==> src/rtl/class_aware_box_nms_unit_macros.svh <==
// Assertion macros used by the box suppression top level.
// Each macro expects signals named clk and rst in the including scope.
`ifndef CLASS_AWARE_BOX_NMS_UNIT_MACROS_SVH
`define CLASS_AWARE_BOX_NMS_UNIT_MACROS_SVH

// Same-cycle implication, disabled while reset is high.
`define CABN_ASSERT_IMP(label, ante, cons) \
  label: assert property (@(posedge clk) disable iff (rst) (ante) |-> (cons)) \
    else $error("box suppression: implication check failed");

// Next-cycle implication, disabled while reset is high.
`define CABN_ASSERT_NXT(label, ante, cons) \
  label: assert property (@(posedge clk) disable iff (rst) (ante) |=> (cons)) \
    else $error("box suppression: next-cycle check failed");

`endif

==> src/rtl/cabn_pkg.sv <==
// Shared constants, types and helpers for the box suppression unit.
// Depends on nothing; cabn_front, cabn_store, cabn_iou, cabn_seq and the top import it.
`default_nettype none
package cabn_pkg;

  localparam int MAX_BOXES  = 64;
  localparam int CLASS_BITS = 7;
  localparam int IDX_W      = $clog2(MAX_BOXES);
  localparam int CNT_W      = $clog2(MAX_BOXES + 1);
  localparam int COORD_W    = 16;
  localparam int SCORE_W    = 16;
  localparam int CLASS_W    = 7;
  localparam int FIFO_DEPTH = 4;
  localparam int FPTR_W     = $clog2(FIFO_DEPTH);
  localparam int FCNT_W     = $clog2(FIFO_DEPTH + 1);
  localparam int REG_IDX_W  = 1;
  localparam int REG_W      = 16;
  localparam int AREA_W     = 2 * COORD_W;
  localparam int UNI_W      = AREA_W + 1;
  localparam int PROD_W     = SCORE_W + UNI_W;

  typedef logic [REG_IDX_W-1:0] reg_idx_t;
  localparam reg_idx_t REG_SCORE_THR   = reg_idx_t'(0);
  localparam reg_idx_t REG_OVERLAP_THR = reg_idx_t'(1);

  localparam logic [REG_W-1:0] SCORE_THR_RESET   = 16'd16384;
  localparam logic [REG_W-1:0] OVERLAP_THR_RESET = 16'd29491;

  typedef struct packed {
    logic signed [COORD_W-1:0] left;
    logic signed [COORD_W-1:0] top;
    logic signed [COORD_W-1:0] right;
    logic signed [COORD_W-1:0] bottom;
    logic [SCORE_W-1:0]        score;
    logic [CLASS_BITS-1:0]     cls;
  } box_t;

  localparam int BOX_W = $bits(box_t);

  // One queued input transaction, already classified by the front end.
  typedef struct packed {
    box_t box;
    logic keep;
    logic final_box;
  } item_t;

  typedef struct packed {
    box_t box;
    logic valid_res;
    logic overflow;
    logic last_result;
  } result_t;

  typedef struct packed {
    logic ins;
    logic shift;
    logic clr_ovf;
  } store_ctrl_t;

  typedef struct packed {
    logic [CNT_W-1:0] count;
    logic             ovf;
  } store_stat_t;

  // Width of hi - lo when positive, otherwise zero.
  function automatic logic [COORD_W-1:0] span(input logic signed [COORD_W-1:0] lo,
                                              input logic signed [COORD_W-1:0] hi);
    logic signed [COORD_W:0] d;
    d = {hi[COORD_W-1], hi} - {lo[COORD_W-1], lo};
    if (hi > lo) begin
      return d[COORD_W-1:0];
    end
    return '0;
  endfunction

endpackage
`default_nettype wire

==> src/rtl/cabn_front.sv <==
// Front end: classifies incoming boxes against the score threshold and queues them.
// Depends on cabn_pkg.
`default_nettype none
module cabn_front (
  input  wire logic                        clk,
  input  wire logic                        rst,
  input  wire logic                        push,
  output      logic                        full,
  input  wire cabn_pkg::box_t              in_box,
  input  wire logic                        in_final,
  input  wire logic [cabn_pkg::REG_W-1:0]  score_thr,
  output      cabn_pkg::item_t             q_item,
  output      logic                        q_valid,
  input  wire logic                        q_pop
);
  import cabn_pkg::*;

  item_t             slots [FIFO_DEPTH];
  logic [FPTR_W-1:0] wr_ptr;
  logic [FPTR_W-1:0] rd_ptr;
  logic [FCNT_W-1:0] fill;
  logic              do_push;
  logic              do_pop;

  assign full    = (fill == FCNT_W'(FIFO_DEPTH));
  assign q_valid = (fill != '0);
  assign do_push = push && !full;
  assign do_pop  = q_pop && q_valid;
  assign q_item  = slots[rd_ptr];

  // Store the classified transaction.
  always_ff @(posedge clk) begin
    if (do_push) begin
      slots[wr_ptr] <= '{box: in_box, keep: (in_box.score >= score_thr),
                         final_box: in_final};
    end
  end

  // Queue pointers and fill level.
  always_ff @(posedge clk) begin
    if (rst) begin
      wr_ptr <= '0;
      rd_ptr <= '0;
      fill   <= '0;
    end else begin
      if (do_push) begin
        wr_ptr <= (wr_ptr == FPTR_W'(FIFO_DEPTH - 1)) ? '0 : wr_ptr + 1'b1;
      end
      if (do_pop) begin
        rd_ptr <= (rd_ptr == FPTR_W'(FIFO_DEPTH - 1)) ? '0 : rd_ptr + 1'b1;
      end
      if (do_push && !do_pop) begin
        fill <= fill + 1'b1;
      end else if (do_pop && !do_push) begin
        fill <= fill - 1'b1;
      end
    end
  end

endmodule
`default_nettype wire

==> config.mk <==
export PLATFORM = sky130hd
export DESIGN_NAME = cabn_front
export DESIGN_NICKNAME = d
export VERILOG_FILES = /design/src/rtl/class_aware_box_nms_unit_macros.svh /design/src/rtl/cabn_pkg.sv /design/src/rtl/cabn_front.sv
export SDC_FILE = /design/constraint.sdc
export NUM_CORES = 1
export LEC_CHECK = 0
export ABC_CLOCK_PERIOD_IN_PS = 5700
export BUFFER_PORTS_ARGS = -buffer_cell sky130_fd_sc_hd__buf_2
export CAP_MARGIN = 40
export CORE_MARGIN = 2
export CORE_UTILIZATION = 35
export CTS_CLUSTER_SIZE = 8
export DETAILED_ROUTE_END_ITERATION = 16
export GPL_ROUTABILITY_DRIVEN = 0
export GPL_TIMING_DRIVEN = 0
export PLACE_DENSITY = 0.56
export SLEW_MARGIN = 20
export SYNTH_ARGS = -nofsm -noshare
export SYNTH_HDL_FRONTEND = slang
export SYNTH_SLANG_ARGS = --single-unit
==> constraint.sdc <==
create_clock -name clk -period 5.7 [get_ports clk]
set_clock_uncertainty 0.1 [all_clocks]
set_input_delay 1.14 -clock clk [delete_from_list [all_inputs] [get_ports clk]]
set_output_delay 1.14 -clock clk [all_outputs]
set_load 0.01 [all_outputs]
==> impl_metrics.env <==
export IMPL_fmax_ghz=0.2743
export IMPL_fin_crit_sh_pct=63.96
export IMPL_synth_top_cell_by_area="edfxtp_1"
export IMPL_grt_ovfl_total=0
export IMPL_tightest_slew_ps=797.2
export IMPL_p_sw_uw=1848
export IMPL_grt_max_degree=44
export IMPL_synth_common_cells="edfxtp_1, mux4_2, ha_1"
export IMPL_fin_area_um2=16890
export IMPL_status="completed"
export IMPL_drtIter0Drc=360
export IMPL_vias=6491
export IMPL_firstDrtPassIters=4
export IMPL_vdd_drop_max_v=0.0002611
export IMPL_yosysMostFrequentCell="edfxtp_1"
export IMPL_pwr_share_comb_pct=20.1
export IMPL_drt_wl_total_um=27220
export IMPL_critPathRequiredTime_ps=4460
export IMPL_cp_max_fo=10
export IMPL_swShare_pct=24.85
export IMPL_groute_usage_overall_pct=13.66
export IMPL_holdWs_ps=387.9
export IMPL_clk_latency_ps=550
export IMPL_synthCells=567
export IMPL_cts_tree="built"
export IMPL_synth_edf_count=356
export IMPL_yosysUniqueCellTypes=32
export IMPL_relSlewSlack_pct=46.85
export IMPL_syn_to_final_growth_pct=23.62
export IMPL_cts_htree_levels=2
export IMPL_design_final_nets=957
export IMPL_drc=0
export IMPL_path_clk_slew_ps=50
export IMPL_p_per_area_nw_per_um2=440.1
export IMPL_fin_crit_ps=3646
export IMPL_via_per_inst=4.783
export IMPL_crit_type="reg -> out"
export IMPL_io_buffers=198
export IMPL_ioPinCount=199
export IMPL_initial_utilization_pct=35.44
export IMPL_arrival_ps=2410
export IMPL_yosysSeqAreaShare_pct=79.55
export IMPL_wl_met3_um=1846
export IMPL_wl_met1_um=11410
export IMPL_wl_met2_um=13390
export IMPL_detail_route_antenna_nets=0
export IMPL_synth_ff_latch_count=365
export IMPL_routed_top_layer="met5"
export IMPL_grt_pass1_wl_um=41710
export IMPL_synth_top_cell_area_share_pct=78.23
export IMPL_crit_path_end_kind="primary output"
export IMPL_cts_hold_buf=0
export IMPL_post_cts_buffers=0
export IMPL_drv_slew=0
export IMPL_cts_buffers=51
export IMPL_place_ws_ps=2535
export IMPL_finalHoldViolations=0
export IMPL_p_int_uw=5587
export IMPL_row_count=72
export IMPL_p_seq_share_pct=44.4
export IMPL_antenna_found_initial=2
export IMPL_yosys_top_cells_area="edfxtp_1, mux4_2, ha_1"
export IMPL_maxCapViolations=0
export IMPL_placed_cell_area_um2=15520
export IMPL_fp_dieW_um=201.6
export IMPL_setup_violations=0
export IMPL_cts_sinks=365
export IMPL_cp_start_kind="register"
export IMPL_yosysWarningCount=0
export IMPL_layout_drive_gt1_share_pct=43.85
export IMPL_syn_cell_area_um2=13660
export IMPL_dieHeight_um=201.6
export IMPL_clockRootBuffer="clkbuf_16"
export IMPL_cts_buffer_depth=3
export IMPL_dp_final_hpwl_um=16940
export IMPL_synth_nets=698
export IMPL_syn_avg_cell_area_um2=24.10
export IMPL_setup_ws_ps=2054
export IMPL_ys_flop_type="edfxtp_1"
export IMPL_postCtsResizedCells=0
export IMPL_p_total_uw=7435
export IMPL_fp_coreArea_um2=38560
export IMPL_p_clk_share_pct=35.4
export IMPL_wl_per_cell_um=20.06
export IMPL_grt_pass1_vias=7036
export IMPL_async_reset_ff_share_pct=0
export IMPL_hold_class="reg -> reg"
export IMPL_power_leakage_uw=0.005809
export IMPL_die_area_um2=40640
export IMPL_rsz0062_at_grt="false"
power groups by stage:
stage                     Combinational (uW)  Clock [uW]  Sequential (uW)
after CTS                               1560        2730             3310
after global placement                  1490           0             3390
after detailed placement                1550           0             3360
after global routing                    1630        2850             3320
final                                   1500        2630             3300
after floorplan                          928           0             3360
worst paths after layout:
path | to | slack, ps | cells past startpoint | from
worst max-delay path | q_item[59] | 2050 | 4 | register
worst min-delay path | rd_ptr[1]$_SDFFE_PP0P_ | 390 | 2 | rd_ptr[1]$_SDFFE_PP0P_
worst max register to register | fill[2]$_SDFFE_PP0P_ | 3400 | 8 | fill[1]$_SDFFE_PP0P_
worst min register to register | rd_ptr[1]$_SDFFE_PP0P_ | 390 | 2 | rd_ptr[1]$_SDFFE_PP0P_
registers in the layout, summed over array words and instances, names as in the netlist, named ones only:
signal	count
slots	356
rd_ptr	2
fill	3
wr_ptr	2
metrics by stage:
| step | util, % | instances | setup TNS [ps] |
|---|---|---|---|
| 2_1_floorplan | - | 567 | 0 |
| 3_5_place_dp | 40.25 | 1291 | 0 |
| 5_1_grt | 43.80 | 1355 | 0 |
| 3_3_place_gp | 39.69 | 1283 | -134610 |
| 6_report | 43.81 | 1357 | 0 |
| 4_1_cts | 43.80 | 1355 | 0 |
kinds of logic (layout without fill, tap and decap cells):
logic type                 after synthesis  after routing  synth area share (%)
AOI/OAI and AO/OA                       15             15                0.6135
xor gates and xnor gates                 2              2                0.1282
adders and majority gates               23             23                 2.161
buffers and inverters                   40            310                 1.474
DFF                                    365            365                 79.55
muxes                                   92             92                 14.89
other                                    0              2                     0
and+or+nand+nor                         30             30                 1.181
cell type report:
type                    instances  area (um2)
diodes                          2       5.005
plain buffers                  21       130.1
clock buffers                  63        1364
clock inverters                 1       5.005
fillers                      3420       21660
inverters                      19       71.32
multi-input cells             162        2603
flip-flops and latches        365       10870
well taps                     518       648.1
repair buffers                206        1196
layer usage:
| layer | track usage [%] | vias up |
|---|---|---|
| met5 | 0 | - |
| met4 | 4.386 | 2 |
| met3 | 4.389 | 42 |
| met2 | 22.51 | 177 |
| met1 | 17.18 | 3368 |
| li1 | - | 2902 |
cells in the final DEF (no fill, tap or decap), types with 2 or more instances in the layout:
| cell type | synthesis | final |
|---|---|---|
| buf_2 | 10 | 208 |
| diode_2 | 0 | 2 |
| edfxtp_1 | 356 | 356 |
| dfxtp_1 | 9 | 9 |
| and2_4 | 0 | 4 |
| buf_12 | 1 | 3 |
| o21ai_0 | 3 | 3 |
| nand2_1 | 6 | 6 |
| a21oi_1 | 9 | 9 |
| mux4_2 | 89 | 89 |
| xor2_1 | 2 | 2 |
| mux2i_1 | 3 | 3 |
| clkbuf_1 | 7 | 17 |
| nor2_1 | 7 | 7 |
| or3_1 | 3 | 3 |
| and4_1 | 2 | 2 |
| buf_16 | 0 | 6 |
| clkbuf_16 | 0 | 53 |
| inv_1 | 19 | 19 |
| ha_1 | 22 | 22 |
critical path, cell delays in order (launching register included):
cell      delay [ps]
dfxtp_1          290
buf_2            320
clkbuf_1         650
mux4_2           410
buf_2            170
No activity file was read; power rests on OpenSTA's default activity.
